### src/rtl/qawc_pkg.sv
// qawc_pkg: shared widths, constants, job and status structs and state encodings
// for the quad area-weighted centroid block. No dependencies.
package qawc_pkg;

   // vertex coordinates
   localparam int COORD_WIDTH = 32;
   localparam int CRD_W       = 32;
   localparam int NVTX_CRD    = 12;

   // datapath widths
   localparam int EDGE_W = CRD_W + 1;
   localparam int SUM_W  = CRD_W + 2;
   localparam int OPA_W  = SUM_W + 1;
   localparam int OPB_W  = 33;
   localparam int PROD_W = OPA_W + OPB_W;
   localparam int NRM_W  = 64;
   localparam int SQ_W   = 128;
   localparam int ROOT_W = 64;
   localparam int REM_W  = ROOT_W + 2;
   localparam int AREA_W = 63;
   localparam int MOM_W  = 128;
   localparam int DVS_W  = AREA_W + 2;
   localparam int CEN_W  = 32;

   // iteration counters
   localparam int SQ_CNT_W  = $clog2(ROOT_W);
   localparam int DIV_CNT_W = $clog2(MOM_W);

   // job queue
   localparam int QDEPTH = 2;
   localparam int QPTR_W = (QDEPTH > 1) ? $clog2(QDEPTH) : 1;
   localparam int QCNT_W = $clog2(QDEPTH + 1);

   localparam logic [AREA_W-1:0] AREA_MAX    = '1;
   localparam logic [CEN_W-1:0]  CEN_POS_MAX = {1'b0, {(CEN_W-1){1'b1}}};
   localparam logic [CEN_W-1:0]  CEN_NEG_MAX = {1'b1, {(CEN_W-1){1'b0}}};

   // one quad (or a bare end of slice) handed from front to back
   typedef struct packed {
      logic                             quad;
      logic                             eos;
      logic [NVTX_CRD-1:0][CRD_W-1:0]   crd;
   } job_type;

   typedef struct packed {
      logic full;
      logic empty;
   } qstat_type;

   typedef enum logic [3:0] {
      BS_IDLE,
      BS_EDGE,
      BS_CROSS,
      BS_SQRT,
      BS_MOMENT,
      BS_DSETUP,
      BS_DIV,
      BS_EMIT
   } bstate_type;

   // multiplier schedule of one triangle
   typedef enum logic [4:0] {
      MS_CX0, MS_CX1, MS_CY0, MS_CY1, MS_CZ0, MS_CZ1,
      MS_SQ0H, MS_SQ0M, MS_SQ0L,
      MS_SQ1H, MS_SQ1M, MS_SQ1L,
      MS_SQ2H, MS_SQ2M, MS_SQ2L,
      MS_MXL, MS_MXH, MS_MYL, MS_MYH, MS_MZL, MS_MZH,
      MS_DONE
   } mstep_type;

   // take the low COORD_WIDTH bits and sign-extend
   function automatic logic [CRD_W-1:0] sext_coord(input logic [CRD_W-1:0] c);
      logic signed [CRD_W-1:0] t;
      t = $signed(c << (CRD_W - COORD_WIDTH));
      return t >>> (CRD_W - COORD_WIDTH);
   endfunction

endpackage

### src/rtl/qawc_front.sv
// qawc_front: takes vertex beats, gathers four into a quad and queues it as a job;
// an early end of slice is queued as a bare job. Depends on qawc_pkg.
module qawc_front import qawc_pkg::*; (
   input  logic             clock,
   input  logic             reset,
   input  logic             req_valid,
   output logic             req_ready,
   input  logic [CRD_W-1:0] req_coord_x,
   input  logic [CRD_W-1:0] req_coord_y,
   input  logic [CRD_W-1:0] req_coord_z,
   input  logic             req_end_of_slice,
   input  qstat_type        qstat,
   output logic             push,
   output job_type          push_job
);

   logic [8:0][CRD_W-1:0] held_ff, held_in;
   logic [1:0]            cnt_ff, cnt_in;
   logic [2:0][CRD_W-1:0] p;
   logic                  accept;
   logic                  full_quad;

   assign req_ready = !qstat.full;
   assign accept    = req_valid && req_ready;
   assign full_quad = (cnt_ff == 2'd3);

   assign p[0] = sext_coord(req_coord_x);
   assign p[1] = sext_coord(req_coord_y);
   assign p[2] = sext_coord(req_coord_z);

   // job build: a completed quad, or a bare end of slice
   always_comb begin
      push          = accept && (full_quad || req_end_of_slice);
      push_job.quad = full_quad;
      push_job.eos  = req_end_of_slice;
      for (int i = 0; i < 9; i++) begin
         push_job.crd[i] = held_ff[i];
      end
      for (int k = 0; k < 3; k++) begin
         push_job.crd[9+k] = p[k];
      end
   end

   // vertex holding and count
   always_comb begin
      held_in = held_ff;
      cnt_in  = cnt_ff;
      if (accept) begin
         for (int v = 0; v < 3; v++) begin
            if (cnt_ff == 2'(v)) begin
               for (int k = 0; k < 3; k++) begin
                  held_in[v*3+k] = p[k];
               end
            end
         end
         cnt_in = (full_quad || req_end_of_slice) ? 2'd0 : cnt_ff + 2'd1;
      end
   end

   always_ff @(posedge clock) begin
      if (reset) begin
         cnt_ff <= '0;
      end else begin
         cnt_ff <= cnt_in;
      end
   end

   always_ff @(posedge clock) begin
      held_ff <= held_in;
   end

endmodule

### config.mk
export PLATFORM = sky130hd
export DESIGN_NAME = qawc_front
export DESIGN_NICKNAME = d
export VERILOG_FILES = /design/src/rtl/qawc_pkg.sv /design/src/rtl/qawc_front.sv
export SDC_FILE = /design/constraint.sdc
export NUM_CORES = 1
export LEC_CHECK = 0
export BUFFER_PORTS_ARGS = -buffer_cell sky130_fd_sc_hd__buf_2
export CAP_MARGIN = 20
export CORE_AREA = 3 3 189 191
export CTS_CLUSTER_DIAMETER = 200
export DETAILED_ROUTE_END_ITERATION = 10
export DIE_AREA = 0 0 192 194
export PLACE_DENSITY = 0.55
export SYNTH_ARGS = -nofsm -noshare
export SYNTH_HDL_FRONTEND = slang
export SYNTH_SLANG_ARGS = --single-unit
### constraint.sdc
create_clock -name clock -period 4.3 [get_ports clock]
set_input_delay 0.645 -clock clock [delete_from_list [all_inputs] [get_ports clock]]
set_output_delay 0.645 -clock clock [all_outputs]
set_load 0.005 [all_outputs]
==> flow_summary.yaml <==
clocking:
  clk_pin_slew_worst_paths_ps: 60
  cts.repair.resized: 0
  cts_num_sinks: 290
  h-tree-depth: 1
  root_buffer: "clkbuf_16"
  insertion_delay_ps: 530
  cts_hold_buf: 0
  cts_buffers: 29
  tritoncts: "yes"
  post-cts-setup-buffers: 0
  clock_tree.buffer_depth: 3
synth:
  ys_ff_latch: 290
  synthArstFlopShare_pct: 0
  synth_commonest_cells: "288 x edfxtp_1, 98 x buf_4, 4 x and2_1, 4 x ha_1, 3 x inv_1"
  synthFlopType: "edfxtp_1"
  synth_top_area_share_pct: 90.3
  synth_area_um2: 9570
  synth-compound-area-share_pct: 0.222
  yosysTopAreaCell: "edfxtp_1"
  synthXorXnorAreaFrac_pct: 0
  yosys_warnings: 0
  synth_most_common_cell: "edfxtp_1"
  synthSimpleGateAreaFrac_pct: 0.706
  synth_fa_ha_area_share_pct: 0.523
  synth_edf_count: 288
  ys_seq_area_share_pct: 90.7
  synth_area_per_cell_um2: 23.6
  ys_top_cells_by_area: "edfxtp_1 90%, buf_4 7.7%, ha_1 0.52%, dfxtp_1 0.42%, and2_1 0.26%"
  synth_top_family_by_area: "buffers and inverters"
  synth_cell_types: 13
  synth_nets: 512
  netlist_instances: 406
  synthMuxAreaShare_pct: 0
critical_path:
  cp-start-kind: "flop"
  critPathMaxStageDelay_ps: 340
  critPathTopFamily: "simple AND/OR/NAND/NOR gates"
  worst-path-stages: 4
  path_cells: "ha_1 > or2_2 > and2_1 > buf_2"
  path_buf_inv: 1
  crit_arrival_ps: 1700
  r2r_cells: 4
  path_class: "reg2out"
  path_max_fanout: 5
  crit_required_ps: 3650
  worst_setup_path_end_kind: "output pin"
  crit_slowest_cell: "dfxtp_1"
pwr:
  p_leak_nw: 5.13
  clock_power_share_pct: 41.8
  power_per_cell_area_nw_per_um2: 458
  internal_power_mw: 4.75
  ir_worst_vdd_v: 0.000293
  swShare_pct: 19.5
  combinationalPowerShare_pct: 4.2
  power_mw: 5.90
  seq_power_share_pct: 54.0
  power_switching_mw: 1.15
detailed_routing:
  routedWlPerCell_um: 17.2
  firstDrtPassIters: 4
  drcViolationCount: 0
  drtIter0Drc: 181
  vias_per_cell: 3.89
  vias: 5089
  final_antenna_net_count: 0
  routed_wl_mm: 22.5
global_routing:
  grt_pass1_wl_mm: 31.5
  antenna_found_initial: 0
  grt_usage_pct: 11.2
  grt_pass1_vias: 4917
  grt_max_degree: 55
  gr-total-overflow: 0
cells_and_area:
  area_delta_synth_final_pct: 34.5
  drive_gt1_share_pct: 63.3
  diodes: 0
  nFillCells: 3227
  design_area_um2: 12900
  instances_no_fill: 1308
  postLayoutCoreUtil_pct: 37.5
  nNetsFinal: 937
sta:
  hold_ws_ps: 320
  finalCritPeriodShare_pct: 54.5
  max_freq_mhz: 427
  hold_viol_final: 0
  fin_crit_ps: 2340
  slew_headroom_pct: 51.1
  worst_slack_ps: 1960
  fin_tns_setup_ps: 0
  worst_pin_slew_ps: 734
  rsz0062_at_grt: "no"
  final-max-slew-violation-count: 0
  setup_viol: 0
  clock_skew_ps: 9.29
die:
  initial_core_util_pct: 27.9
  die_w_um: 192
  coreArea_um2: 34300
  die-area_um2: 37200
  die_h_um: 194
  io_pins: 490
  fp-row-count: 68
place:
  dp_hpwl_mm: 15.9
  postPlaceCellArea_um2: 11900
  preCtsSetupSlack_ps: 1730
  place_congestion: 0.739
  port_buffers: 488
  dp.cells: 1255
hold_path:
  hold_class: "in2reg"
  hold_path_depth: 1
job:
  max_cap_violations: 0
run_status:
  status: "finished clean"
[placed cells by master, fill, tap and decap left out]
master      instances
buf_2             488
edfxtp_1          288
clkbuf_16          29
clkinv_1            8
clkinv_2            5
ha_1                4
bufinv_16           4
inv_1               3
and2_4              3
inv_6               3
buf_12              3
clkinvlp_4          2
clkbuf_1            2
dfxtp_1             2
and2b_1             1
or2_2               1
and2_1              1
or4b_1              1
or2b_1              1
o22ai_2             1
nand4bb_1           1
o32ai_1             1
buf_4               1
[metal layers]
metal	GRT usage, %	vias to the layer above	part of all wire (%)
li1	-	2306	-
met1	13.0	2492	39
met2	20.2	259	51
met3	3.02	32	8.4
met4	2.89	0	1.8
met5	0	-	0
[worst register-to-register path, cell delays in order (launching register included)]
cell and delay [ps]:
dfxtp_1 340, inv_1 90, ha_1 140, and2_4 570, buf_12 380
[registers in the layout, summed over array words and instances (netlist names)]
| name | flops |
|---|---|
| cnt_ff | 2 |
| push_job | 288 |
[cell type report]
class | count | area, um2 | share of cell area [%]
multi-input combinational | 15 | 146 | 1.14
inverter | 3 | 11.3 | 0.0875
clock inverter | 22 | 216 | 1.68
sequential | 290 | 8690 | 67.5
timing repair buffer | 492 | 2510 | 19.5
clock buffer | 31 | 733 | 5.69
tap | 455 | 569 | 4.42
[final timing paths]
kind / startpoint / end / slack, ps
worst max-delay path: cnt_ff[0] / push / 1960
worst min-delay path: req_coord_x[23] / push_job[215] / 320
worst max register to register: cnt_ff[0] / push_job[264] / 2400
worst min register to register: cnt_ff[1] / cnt_ff[1] / 570
[cell families (layout without fill, tap and decap cells)]
kind of cell,after synthesis,count (layout)
flops,290,290
buf+inv,101,548
simple gates,9,9
fa+ha+maj,4,4
compound gates,2,2
[power by group through the flow]
stage | Clock [mW] | Sequential (mW) | Combinational, mW
5_1_grt | 2.65 | 3.19 | 0.273
4_1_cts | 2.54 | 3.19 | 0.255
3_5_place_dp | 0 | 3.25 | 0.255
6_report | 2.47 | 3.19 | 0.247
3_3_place_gp | 0 | 3.24 | 0.252
2_1_floorplan | 0 | 3.26 | 0.0973
No activity file was read; power rests on OpenSTA's default activity.
