File: src/rtl/qawc_pkg.sv
// qawc_pkg: shared widths, constants, job and status structs and state encodings
// for the quad area-weighted centroid block. No dependencies.
package qawc_pkg;

   // vertex coordinates
   localparam int COORD_WIDTH = 32;
   localparam int CRD_W       = 32;
   localparam int NVTX_CRD    = 12;

   // datapath widths
   localparam int EDGE_W = CRD_W + 1;
   localparam int SUM_W  = CRD_W + 2;
   localparam int OPA_W  = SUM_W + 1;
   localparam int OPB_W  = 33;
   localparam int PROD_W = OPA_W + OPB_W;
   localparam int NRM_W  = 64;
   localparam int SQ_W   = 128;
   localparam int ROOT_W = 64;
   localparam int REM_W  = ROOT_W + 2;
   localparam int AREA_W = 63;
   localparam int MOM_W  = 128;
   localparam int DVS_W  = AREA_W + 2;
   localparam int CEN_W  = 32;

   // iteration counters
   localparam int SQ_CNT_W  = $clog2(ROOT_W);
   localparam int DIV_CNT_W = $clog2(MOM_W);

   // job queue
   localparam int QDEPTH = 2;
   localparam int QPTR_W = (QDEPTH > 1) ? $clog2(QDEPTH) : 1;
   localparam int QCNT_W = $clog2(QDEPTH + 1);

   localparam logic [AREA_W-1:0] AREA_MAX    = '1;
   localparam logic [CEN_W-1:0]  CEN_POS_MAX = {1'b0, {(CEN_W-1){1'b1}}};
   localparam logic [CEN_W-1:0]  CEN_NEG_MAX = {1'b1, {(CEN_W-1){1'b0}}};

   // one quad (or a bare end of slice) handed from front to back
   typedef struct packed {
      logic                             quad;
      logic                             eos;
      logic [NVTX_CRD-1:0][CRD_W-1:0]   crd;
   } job_type;

   typedef struct packed {
      logic full;
      logic empty;
   } qstat_type;

   typedef enum logic [3:0] {
      BS_IDLE,
      BS_EDGE,
      BS_CROSS,
      BS_SQRT,
      BS_MOMENT,
      BS_DSETUP,
      BS_DIV,
      BS_EMIT
   } bstate_type;

   // multiplier schedule of one triangle
   typedef enum logic [4:0] {
      MS_CX0, MS_CX1, MS_CY0, MS_CY1, MS_CZ0, MS_CZ1,
      MS_SQ0H, MS_SQ0M, MS_SQ0L,
      MS_SQ1H, MS_SQ1M, MS_SQ1L,
      MS_SQ2H, MS_SQ2M, MS_SQ2L,
      MS_MXL, MS_MXH, MS_MYL, MS_MYH, MS_MZL, MS_MZH,
      MS_DONE
   } mstep_type;

   // take the low COORD_WIDTH bits and sign-extend
   function automatic logic [CRD_W-1:0] sext_coord(input logic [CRD_W-1:0] c);
      logic signed [CRD_W-1:0] t;
      t = $signed(c << (CRD_W - COORD_WIDTH));
      return t >>> (CRD_W - COORD_WIDTH);
   endfunction

endpackage

File: src/rtl/qawc_fifo.sv
// qawc_fifo: short job queue between the vertex front end and the triangle back end.
// Depends on qawc_pkg.
module qawc_fifo import qawc_pkg::*; (
   input  logic      clock,
   input  logic      reset,
   input  logic      push,
   input  job_type   push_job,
   input  logic      pop,
   output job_type   head_job,
   output qstat_type qstat
);

   job_type               mem_ff [QDEPTH];
   logic [QPTR_W-1:0]     wr_ptr_ff, wr_ptr_in;
   logic [QPTR_W-1:0]     rd_ptr_ff, rd_ptr_in;
   logic [QCNT_W-1:0]     cnt_ff, cnt_in;

   // status and head
   assign qstat.full  = (cnt_ff == QCNT_W'(QDEPTH));
   assign qstat.empty = (cnt_ff == '0);
   assign head_job    = mem_ff[rd_ptr_ff];

   // pointer and count update
   always_comb begin
      wr_ptr_in = wr_ptr_ff;
      rd_ptr_in = rd_ptr_ff;
      cnt_in    = cnt_ff;
      if (push) begin
         wr_ptr_in = (wr_ptr_ff == QPTR_W'(QDEPTH - 1)) ? '0 : wr_ptr_ff + 1'b1;
      end
      if (pop) begin
         rd_ptr_in = (rd_ptr_ff == QPTR_W'(QDEPTH - 1)) ? '0 : rd_ptr_ff + 1'b1;
      end
      if (push && !pop) begin
         cnt_in = cnt_ff + 1'b1;
      end else if (pop && !push) begin
         cnt_in = cnt_ff - 1'b1;
      end
   end

   always_ff @(posedge clock) begin
      if (reset) begin
         wr_ptr_ff <= '0;
         rd_ptr_ff <= '0;
         cnt_ff    <= '0;
      end else begin
         wr_ptr_ff <= wr_ptr_in;
         rd_ptr_ff <= rd_ptr_in;
         cnt_ff    <= cnt_in;
      end
   end

   // storage
   always_ff @(posedge clock) begin
      if (push) begin
         mem_ff[wr_ptr_ff] <= push_job;
      end
   end

   a_cnt_range: assert property (@(posedge clock) disable iff (reset)
      cnt_ff <= QCNT_W'(QDEPTH))
      else $error("job queue count out of range");

   a_push_room: assert property (@(posedge clock) disable iff (reset)
      push |-> (cnt_ff != QCNT_W'(QDEPTH)))
      else $error("push into full job queue");

   a_pop_data: assert property (@(posedge clock) disable iff (reset)
      pop |-> (cnt_ff != '0))
      else $error("pop from empty job queue");

   a_cnt_up: assert property (@(posedge clock) disable iff (reset)
      (push && !pop) |=> (cnt_ff == QCNT_W'($past(cnt_ff) + 1'b1)))
      else $error("job queue count did not follow push");

endmodule

File: config.mk
export PLATFORM = sky130hd
export DESIGN_NAME = qawc_fifo
export DESIGN_NICKNAME = d
export VERILOG_FILES = /design/src/rtl/qawc_pkg.sv /design/src/rtl/qawc_fifo.sv
export SDC_FILE = /design/constraint.sdc
export NUM_CORES = 1
export LEC_CHECK = 0
export ABC_AREA = 0
export ABC_CLOCK_PERIOD_IN_PS = 29400
export BUFFER_PORTS_ARGS = -buffer_cell sky130_fd_sc_hd__buf_2
export CAP_MARGIN = 10
export CORE_AREA = 2 2 304 306
export CTS_BUF_LIST = sky130_fd_sc_hd__clkbuf_4 sky130_fd_sc_hd__clkbuf_8
export DETAILED_ROUTE_END_ITERATION = 12
export DIE_AREA = 0 0 306 308
export PLACE_DENSITY_LB_ADDON = 0.05
export SLEW_MARGIN = 20
export SYNTH_ARGS = -nofsm -noshare
export SYNTH_HDL_FRONTEND = slang
export SYNTH_SLANG_ARGS = --single-unit
File: constraint.sdc
create_clock -name clock -period 29.4 [get_ports clock]
set_input_delay 5.88 -clock clock [delete_from_list [all_inputs] [get_ports clock]]
set_output_delay 5.88 -clock clock [all_outputs]
set_load 0.1 [all_outputs]
==> results of run 1 <==
==> layer usage <==
| layer | track usage (%) | part of all wire [%] | wire length [um] |
|---|---|---|---|
| met1 | 15.1 | 33 | 25800 |
| met2 | 31.1 | 56 | 44100 |
| met3 | 7.68 | 9.1 | 7190 |
| met4 | 5.85 | 2.5 | 2020 |
| met5 | 0 | 0.26 | 206 |
==> flip-flops by register name, indices dropped and copies added, names as in the netlist, named ones only <==
register	flops
mem_ff	772
cnt_ff	2
rd_ptr_ff	1
wr_ptr_ff	1
==> stage by stage <==
| step | instance area (um^2) | cells | power [W] | worst slack (ns) | util [%] |
|---|---|---|---|---|---|
| floorplan | 28200 | 1223 | 0.00193 | 5.76 | - |
| global placement | 33300 | 3157 | 0.00202 | 19.76 | 36.6 |
| detailed placement | 33300 | 3157 | 0.00203 | 19.68 | 36.6 |
| CTS | 35900 | 3399 | 0.00303 | 19.27 | 39.5 |
| global route | 36000 | 3406 | 0.00309 | 19.16 | 39.5 |
| finish | 36000 | 3425 | 0.00297 | 19.53 | 39.6 |
==> how the worst max path moves through the flow <==
stage               slack, ns       endpoint      start
finish                  19.53  head_job[364]  flip-flop
global route            19.16  head_job[364]  flip-flop
CTS                     19.27   head_job[27]  flip-flop
detailed placement      19.68  mem_ff[0][33]       push
global placement        19.76  mem_ff[0][30]       push
floorplan                5.76   mem_ff[0][0]       push
==> placed cells by master, fill, tap and decap left out <==
| cell type | n |
|---|---|
| a21oi_1 | 1 |
| diode_2 | 26 |
| xnor2_1 | 2 |
| clkbuf_4 | 48 |
| dfxtp_4 | 1 |
| nor2b_4 | 1 |
| inv_8 | 3 |
| nor2b_1 | 1 |
| clkinv_2 | 8 |
| mux2_2 | 386 |
| nor2_1 | 5 |
| inv_1 | 1 |
| buf_6 | 1 |
| buf_2 | 777 |
| clkbuf_8 | 148 |
| edfxtp_1 | 772 |
| clkinv_1 | 27 |
| buf_4 | 11 |
| dfxtp_1 | 4 |
| ha_1 | 1 |
| xor2_1 | 2 |
| and2_4 | 1 |
| inv_6 | 3 |
| o21ai_0 | 1 |
| or3_1 | 1 |
| bufinv_16 | 2 |
| buf_12 | 2 |
| clkinv_8 | 1 |
| clkinvlp_4 | 2 |
==> worst max-delay path, stage by stage, from the launching register on <==
cell and delay [ns]:
dfxtp_4 0.83, buf_12 0.60, buf_4 0.84, mux2_2 0.32
buf_2 0.43
==> cell families (layout without fill, tap and decap cells) <==
kind of cell	after synthesis	count (layout)
muxes	386	386
buffers and inverters	44	1034
DFF	777	777
AOI/OAI and AO/OA	2	2
other	0	26
adders and majority gates	1	1
and+or+nand+nor	9	9
xor gates and xnor gates	4	4
==> where the power goes <==
group | internal [W] | switching, W
registers | 0.00130 | 0.0000156
logic | 0.000118 | 0.000564
clock network | 0.000542 | 0.000435
==> final cells by class <==
type | count | area, um^2
Multi-Input combinational cell | 402 | 4460
Antenna cell | 26 | 65.1
Timing Repair Buffer | 791 | 4020
Clock buffer | 196 | 2400
Clock inverter | 46 | 293
Inverter | 1 | 3.75
Sequential cell | 777 | 23300
Tap cell | 1186 | 1480
Fill cell | 8554 | 55000
==> impl_metrics.py, run 1 <==
metrics = {
    "clocking": {
        "cts_buffer_depth": 3,
        "cts_setup_buffers": 0,
        "cts_tree": "yes",
        "clk_pin_slew_ns": 0.05,
        "cts_buffers": 141,
        "root_buffer": "clkbuf_8",
        "clock-sinks": 777,
        "post_cts_resized": 0,
        "cts.htree.levels": 4,
        "worstSkewPairLatency_ns": 0.78,
        "cts_hold_buf": 0,
    },
    "grt": {
        "gr-total-overflow": 0,
        "grt_antenna_before_repair": 57,
        "grt_max_degree": 148,
        "grt_pass1_vias": 15900,
        "grt_use_total_pct": 16.4,
        "grt_pass1_wl_mm": 109,
    },
    "power_and_ir_drop": {
        "leakage_nw": 13.3,
        "irDropWorstVdd_mv": 0.0405,
        "power-per-cell-area_nw_per_um2": 82.5,
    },
    "worst_setup_path": {
        "cp_max_fo": 123,
        "worstSetupPathType": "flip-flop to output port",
        "regToRegStartpoint": "wr_ptr_ff",
        "startpoint_type": "flip-flop",
        "r2r_end": "mem_ff[0][100]",
        "crit_arrival_ns": 3.99,
        "timing.reg2reg.setup_slack_ns": 25.57,
        "cp-end-kind": "output port",
        "reg2reg_depth": 4,
        "crit_required_ns": 23.52,
    },
    "yosys": {
        "synth_fa_ha_area_share_pct": 0.0444,
        "ys_seq_area_share_pct": 82.6,
        "synth_cell_types": 15,
        "synth_flop_cell": "edfxtp_1",
        "ys_warn_count": 0,
        "synthArstFlopShare_pct": 0,
        "synth-xor-area-share_pct": 0.124,
        "ys_seq_elements": 777,
        "synth-compound-area-share_pct": 0.0355,
        "synth-edff-count": 772,
        "ys_top_cells_by_area": "edfxtp_1, mux2_2, buf_6, dfxtp_1, buf_2",
        "yosys-top-cells-count": "edfxtp_1, mux2_2, buf_6, dfxtp_1, nor2_1",
        "syn-cell-area_um2": 28200,
        "synth_top_cell_by_area": "edfxtp_1",
        "synth.area.mux_share_pct": 15.4,
        "synth_fp_nets": 1614,
        "synth.most_common_cell": "edfxtp_1",
        "syn_avg_cell_area_um2": 23.1,
        "yosysTopAreaCellShare_pct": 82.2,
        "synthSimpleGateAreaFrac_pct": 0.155,
        "synth_top_family_by_area": "multiplexers",
        "syn_inst": 1223,
    },
    "detailed_routing": {
        "drt-wirelength-per-cell_um": 23.2,
        "drtIter0Drc": 729,
        "routed_wl_mm": 79.4,
        "drtPass1Iterations": 4,
        "vias_per_cell": 4.37,
        "drc": 0,
        "vias": 15000,
        "ant_nets": 0,
    },
    "final_layout": {
        "syn_to_final_growth_pct": 27.7,
        "drive_gt1_share_pct": 63.0,
        "final_net_count": 2505,
    },
    "die": {
        "die_h_um": 308,
        "core_region_area_um2": 91000,
        "die_w_um": 306,
        "start_util_pct": 31.0,
        "ioPinCount": 778,
        "dieArea_um2": 94200,
        "fp-row-count": 111,
    },
    "timing": {
        "relSlewSlack_pct": 28.6,
        "finalHoldViolations": 0,
        "finalCritPeriodShare_pct": 33.6,
        "maxSlewViolCount": 0,
        "setup_tns_ns": 0,
        "period_needed_ns": 9.87,
        "holdWs_ns": 0.501,
        "clock_skew_ns": 0.0377,
        "grt_setup_unrepaired": "false",
        "clock.fmax_mhz": 101,
        "finalSetupViolations": 0,
        "worst_pin_slew_ns": 1.07,
    },
    "outcome": {
        "outcome": "completed",
    },
    "worst_hold_path": {
        "hold_depth": 2,
        "hold_start": "cnt_ff[1]",
        "hold_path.class": "flip-flop to flip-flop",
        "hold_end": "cnt_ff[1]",
    },
    "placed_design": {
        "gp_congestion": 0.771,
        "portBuffers": 777,
        "hpwl_mm": 55.4,
    },
    "job": {
        "drv_cap": 0,
    },
}
Note: power is estimated with default switching activity, not from simulation.
==> inputs of run 2 (changes only) <==
--- a/config.mk
+++ b/config.mk
@@ -6,7 +6,7 @@
 export NUM_CORES = 1
 export LEC_CHECK = 0
 export ABC_AREA = 0
-export ABC_CLOCK_PERIOD_IN_PS = 29400
+export ABC_CLOCK_PERIOD_IN_PS = 9250
 export BUFFER_PORTS_ARGS = -buffer_cell sky130_fd_sc_hd__buf_2
 export CAP_MARGIN = 10
 export CORE_AREA = 2 2 304 306
==> constraint.sdc (replaced) <==
create_clock -name clock -period 9.25 [get_ports clock]
set_input_delay 1.85 -clock clock [delete_from_list [all_inputs] [get_ports clock]]
set_output_delay 1.85 -clock clock [all_outputs]
set_load 0.1 [all_outputs]
==> impl_metrics.py, run 2 (same netlist as run 1, synthesis figures left out) <==
metrics = {
    "outcome": {
        "outcome": "completed",
    },
    "detailed_routing": {
        "drtIter0Drc": 618,
        "drtPass1Iterations": 4,
        "m1WireLength_mm": 26.0,
        "met3WireLength_mm": 7.14,
        "drc": 0,
        "met2_length_mm": 43.2,
        "dr.max_layer_used": "met5",
        "vias_per_cell": 4.39,
        "drt-wirelength-per-cell_um": 23.0,
        "ant_nets": 0,
        "vias": 15000,
        "routed_wl_mm": 78.9,
    },
    "die": {
        "start_util_pct": 31.0,
        "fp-row-count": 111,
        "core_region_area_um2": 91000,
        "die_w_um": 306,
        "die_h_um": 308,
        "ioPinCount": 778,
        "dieArea_um2": 94200,
    },
    "clocking": {
        "post_cts_resized": 0,
        "clk_pin_slew_ns": 0.05,
        "cts_tree": "yes",
        "root_buffer": "clkbuf_8",
        "cts.htree.levels": 4,
        "cts_buffers": 141,
        "clock-sinks": 777,
        "cts_setup_buffers": 0,
        "worstSkewPairLatency_ns": 0.78,
        "cts_buffer_depth": 3,
        "cts_hold_buf": 0,
    },
    "final_layout": {
        "syn_to_final_growth_pct": 27.8,
        "top_regs": "mem_ff (772), cnt_ff (2)",
        "drive_gt1_share_pct": 63.3,
        "largest_reg_flops": 772,
        "final_cell_mix": "buf_2, edfxtp_1, mux2_2",
        "final_net_count": 2504,
        "layout_commonest_cell": "buf_2",
        "regMostFlops": "mem_ff",
        "final_core_util_pct": 39.6,
    },
    "timing": {
        "setup_tns_ns": 0,
        "grt_setup_unrepaired": "false",
        "finalCritPeriodShare_pct": 57.7,
        "finalSetupViolations": 0,
        "clock.fmax_mhz": 187,
        "worst_pin_slew_ns": 1.21,
        "maxSlewViolCount": 0,
        "relSlewSlack_pct": 19.3,
        "finalHoldViolations": 0,
        "clock_skew_ns": 0.0411,
        "period_needed_ns": 5.33,
    },
    "worst_setup_path": {
        "crit_required_ns": 7.40,
        "regToRegStartpoint": "wr_ptr_ff",
        "worstSetupPathType": "flip-flop to output port",
        "cp-end-kind": "output port",
        "crit_arrival_ns": 3.48,
        "cp_max_fo": 158,
        "startpoint_type": "flip-flop",
        "timing.reg2reg.setup_slack_ns": 6.54,
    },
    "grt": {
        "grt_pass1_vias": 15800,
        "grt_use_total_pct": 16.2,
        "grt_antenna_before_repair": 60,
        "grt_pass1_wl_mm": 108,
        "gr-total-overflow": 0,
        "grt_max_degree": 159,
    },
    "power_and_ir_drop": {
        "power_w": 0.00941,
        "power-per-cell-area_nw_per_um2": 261,
        "leakage_nw": 13.3,
        "irDropWorstVdd_mv": 0.137,
    },
    "placed_design": {
        "gp_congestion": 0.790,
        "portBuffers": 777,
        "hpwl_mm": 54.5,
    },
    "worst_hold_path": {
        "hold_path.class": "flip-flop to flip-flop",
        "hold_start": "cnt_ff[1]",
    },
    "job": {
        "drv_cap": 0,
    },
}
==> run 2: cell types whose count changed in the layout (fill, tap and decap cells not counted) <==
cell / before / now
clkbuf_8: 148 / 146
buf_12: 2 / 5
clkbuf_4: 48 / 60
clkinv_1: 27 / 21
buf_4: 11 / 7
bufinv_16: 2 / 0
diode_2: 26 / 27
clkinv_2: 8 / 3
buf_16: 0 / 1
buf_6: 1 / 0
clkinvlp_4: 2 / 7
inv_6: 3 / 2
inv_8: 3 / 2
==> run 2: area by class of cell <==
type	count	area, um^2
fillers	8548	54900
inverters	1	3.75
diodes	27	67.6
clock buffers	206	2460
multi-input cells	402	4460
flip-flops and latches	777	23300
clock inverters	36	203
well taps	1186	1480
repair buffers	790	4070
==> run 2: worst max-delay path, cell delays in order (launching register included) <==
cell     delay, ns
dfxtp_4       0.98
buf_12        0.51
mux2_2        0.34
buf_2         0.43
==> run 2: through the flow <==
step                      instance area (um^2)  hold WS (ns)  cells  worst slack (ns)
after floorplan                          28200         0.461   1223              1.20
after global placement                   33300         0.491   3155              4.62
after detailed placement                 33300         0.499   3155              4.67
after CTS                                35900         0.522   3397              3.77
after global routing                     36000         0.544   3412              3.65
final                                    36000         0.516   3425              3.92
==> run 2: layer usage <==
metal / vias to the layer above / GRT usage (%)
li1: 6739 / -
met1: 7489 / 15.3
met2: 571 / 29.9
met3: 197 / 7.49
met4: 38 / 6.95
met5: - / 0
==> run 2: path summary, 6_finish.rpt <==
path / end / depth (start not counted)
worst max-delay path: head_job[344] / 3
worst max register to register: mem_ff[1][297] / 4
worst min register to register: cnt_ff[1] / 2
worst min-delay path: cnt_ff[1] / 2
==> run 2: report_power, final <==
part	total (W)	internal (W)	switching (W)
Sequential	0.00418	0.00412	0.0000552
Combinational	0.00216	0.000377	0.00178
Clock	0.00307	0.00170	0.00138
==> inputs of run 3 (changes only) <==
--- a/config.mk
+++ b/config.mk
@@ -5,14 +5,14 @@
 export SDC_FILE = /design/constraint.sdc
 export NUM_CORES = 1
 export LEC_CHECK = 0
-export ABC_AREA = 0
-export ABC_CLOCK_PERIOD_IN_PS = 9250
+export ABC_AREA = 1
+export ABC_CLOCK_PERIOD_IN_PS = 4400
 export BUFFER_PORTS_ARGS = -buffer_cell sky130_fd_sc_hd__buf_2
 export CAP_MARGIN = 10
-export CORE_AREA = 2 2 304 306
+export CORE_AREA = 2 2 299 301
 export CTS_BUF_LIST = sky130_fd_sc_hd__clkbuf_4 sky130_fd_sc_hd__clkbuf_8
 export DETAILED_ROUTE_END_ITERATION = 12
-export DIE_AREA = 0 0 306 308
+export DIE_AREA = 0 0 301 303
 export PLACE_DENSITY_LB_ADDON = 0.05
 export SLEW_MARGIN = 20
 export SYNTH_ARGS = -nofsm -noshare
==> constraint.sdc (replaced) <==
create_clock -name clock -period 4.4 [get_ports clock]
set_input_delay 0.88 -clock clock [delete_from_list [all_inputs] [get_ports clock]]
set_output_delay 0.88 -clock clock [all_outputs]
set_load 0.1 [all_outputs]
==> impl_metrics.py, run 3 <==
metrics = {
    "detailed_routing": {
        "ant_nets": 0,
        "drt-wirelength-per-cell_um": 23.6,
        "routed_wl_mm": 81.1,
        "vias": 15200,
        "vias_per_cell": 4.43,
        "drtIter0Drc": 605,
        "drtPass1Iterations": 5,
        "drc": 0,
    },
    "die": {
        "dieArea_um2": 91200,
        "die_w_um": 301,
        "fp-row-count": 109,
        "core_region_area_um2": 88000,
        "start_util_pct": 32.1,
        "die_h_um": 303,
        "ioPinCount": 778,
    },
    "grt": {
        "gr-total-overflow": 0,
        "grt_use_total_pct": 17.2,
        "grt_pass1_wl_mm": 111,
        "grt_max_degree": 90,
        "grt_antenna_before_repair": 53,
        "grt_pass1_vias": 16200,
    },
    "placed_design": {
        "dpl.cell_count": 3167,
        "hpwl_mm": 58.9,
        "gp_congestion": 0.829,
        "place_ws_ns": 1.30,
        "portBuffers": 777,
    },
    "clocking": {
        "clock-sinks": 777,
        "post_cts_resized": 0,
        "worstSkewPairLatency_ns": 0.78,
        "cts_tree": "yes",
        "cts_hold_buf": 0,
        "cts_buffers": 138,
        "cts.htree.levels": 4,
        "cts_buffer_depth": 3,
        "root_buffer": "clkbuf_8",
        "clk_pin_slew_ns": 0.06,
        "cts_setup_buffers": 0,
    },
    "timing": {
        "relSlewSlack_pct": 35.7,
        "finalSetupViolations": 0,
        "maxSlewViolCount": 0,
        "finalCritPeriodShare_pct": 86.6,
        "finalHoldViolations": 0,
        "grt_setup_unrepaired": "false",
        "timing.final.ws_setup_ns": 0.590,
        "clock_skew_ns": 0.0186,
        "worst_pin_slew_ns": 0.964,
        "holdWs_ns": 0.276,
        "clock.fmax_mhz": 262,
        "period_needed_ns": 3.81,
    },
    "yosys": {
        "ys_warn_count": 0,
        "yosysTopAreaCellShare_pct": 82.2,
        "synth.most_common_cell": "edfxtp_1",
        "synth_flop_cell": "edfxtp_1",
        "syn_avg_cell_area_um2": 22.9,
        "syn-cell-area_um2": 28200,
        "syn_inst": 1234,
        "synth_fp_nets": 1625,
        "ys_top_cells_by_area": "edfxtp_1, mux2_2, buf_6, dfxtp_1, inv_1",
        "synth_top_cell_by_area": "edfxtp_1",
        "ys_seq_elements": 777,
        "synth_cell_types": 15,
        "ys_seq_area_share_pct": 82.5,
        "synthArstFlopShare_pct": 0,
        "yosys-top-cells-count": "edfxtp_1, mux2_2, buf_6, inv_1, nor2_1",
        "synth-edff-count": 772,
    },
    "power_and_ir_drop": {
        "power_w": 0.0194,
        "power-per-cell-area_nw_per_um2": 533,
        "irDropWorstVdd_mv": 0.279,
        "leakage_nw": 13.5,
    },
    "worst_setup_path": {
        "crit_required_ns": 3.52,
        "cp_max_fo": 54,
        "worstSetupPathType": "flip-flop to output port",
        "cp-end-kind": "output port",
        "crit_arrival_ns": 2.93,
        "startpoint_type": "flip-flop",
    },
    "final_layout": {
        "syn_to_final_growth_pct": 28.8,
        "final_cells": 3434,
        "final_cell_mix": "buf_2, edfxtp_1, mux2_2",
        "largest_reg_flops": 772,
        "top_regs": "mem_ff (772), cnt_ff (2)",
        "regMostFlops": "mem_ff",
        "layout_commonest_cell": "buf_2",
        "final_net_count": 2533,
        "final_core_util_pct": 41.3,
        "drive_gt1_share_pct": 63.2,
        "n_fill_cell": 8223,
    },
    "outcome": {
        "outcome": "completed",
    },
    "job": {
        "drv_cap": 0,
    },
    "worst_hold_path": {
        "hold_path.class": "primary input to flip-flop",
    },
}
run 3: metrics by stage:
stage / cell area, um^2 / setup TNS, ns
6_report: 36300 / 0
5_1_grt: 36300 / 0
4_1_cts: 36300 / 0
3_5_place_dp: 33700 / 0
3_3_place_gp: 33700 / 0
2_1_floorplan: 28300 / -2059.99
run 3: kinds of logic (layout without fill, tap and decap cells):
kind of cell               after synthesis  after routing  synth area share [%]
AOI/OAI and AO/OA                        2              2                0.0354
xor gates and xnor gates                 1              1                0.0310
adders and majority gates                1              1                0.0443
buffers and inverters                   52           1059                  1.75
DFF                                    777            777                  82.5
muxes                                  386            386                  15.4
other                                    0             28                     0
and+or+nand+nor                         15             15                 0.217
run 3: cell type report:
class,count,area (um^2),share of cell area [%]
antenna,28,70.1,0.193
clock inverter,48,310,0.854
multi-input combinational,405,4460,12.3
sequential,777,23300,64.1
clock buffer,191,2300,6.34
inverter,9,50.0,0.138
tap,1165,1460,4.01
timing repair buffer,811,4410,12.1
run 3: path summary, 6_finish.rpt:
path,cells after the start,start,end,slack (ns)
setup reg to reg,3,wr_ptr_ff,mem_ff[1][243],2.33
hold reg to reg,2,rd_ptr_ff,rd_ptr_ff,0.52
setup / recovery,4,flip-flop,head_job[335],0.59
hold / removal,1,push_job[184],mem_ff[0][184],0.28
run 3: critical path, stage by stage, from the launching register on:
cell and delay, ns:
dfxtp_4 0.70, buf_12 0.29, buf_12 0.35, mux2_2 0.43
buf_2 0.31
run 3: metal layers:
metal	vias to the layer above	GRT usage (%)	part of all wire, %
met4	40	8.62	4.0
met3	200	7.44	8.4
met2	581	31.3	54
met1	7585	16.5	33
li1	6820	-	-
met5	-	0	0.34
run 3: report_power, final:
part	total (W)	leakage [nW]	switching, W	internal (W)
Sequential	0.00869	7.29	0.000105	0.00859
Combinational	0.00431	4.83	0.00352	0.000794
Clock	0.00639	1.37	0.00289	0.00350
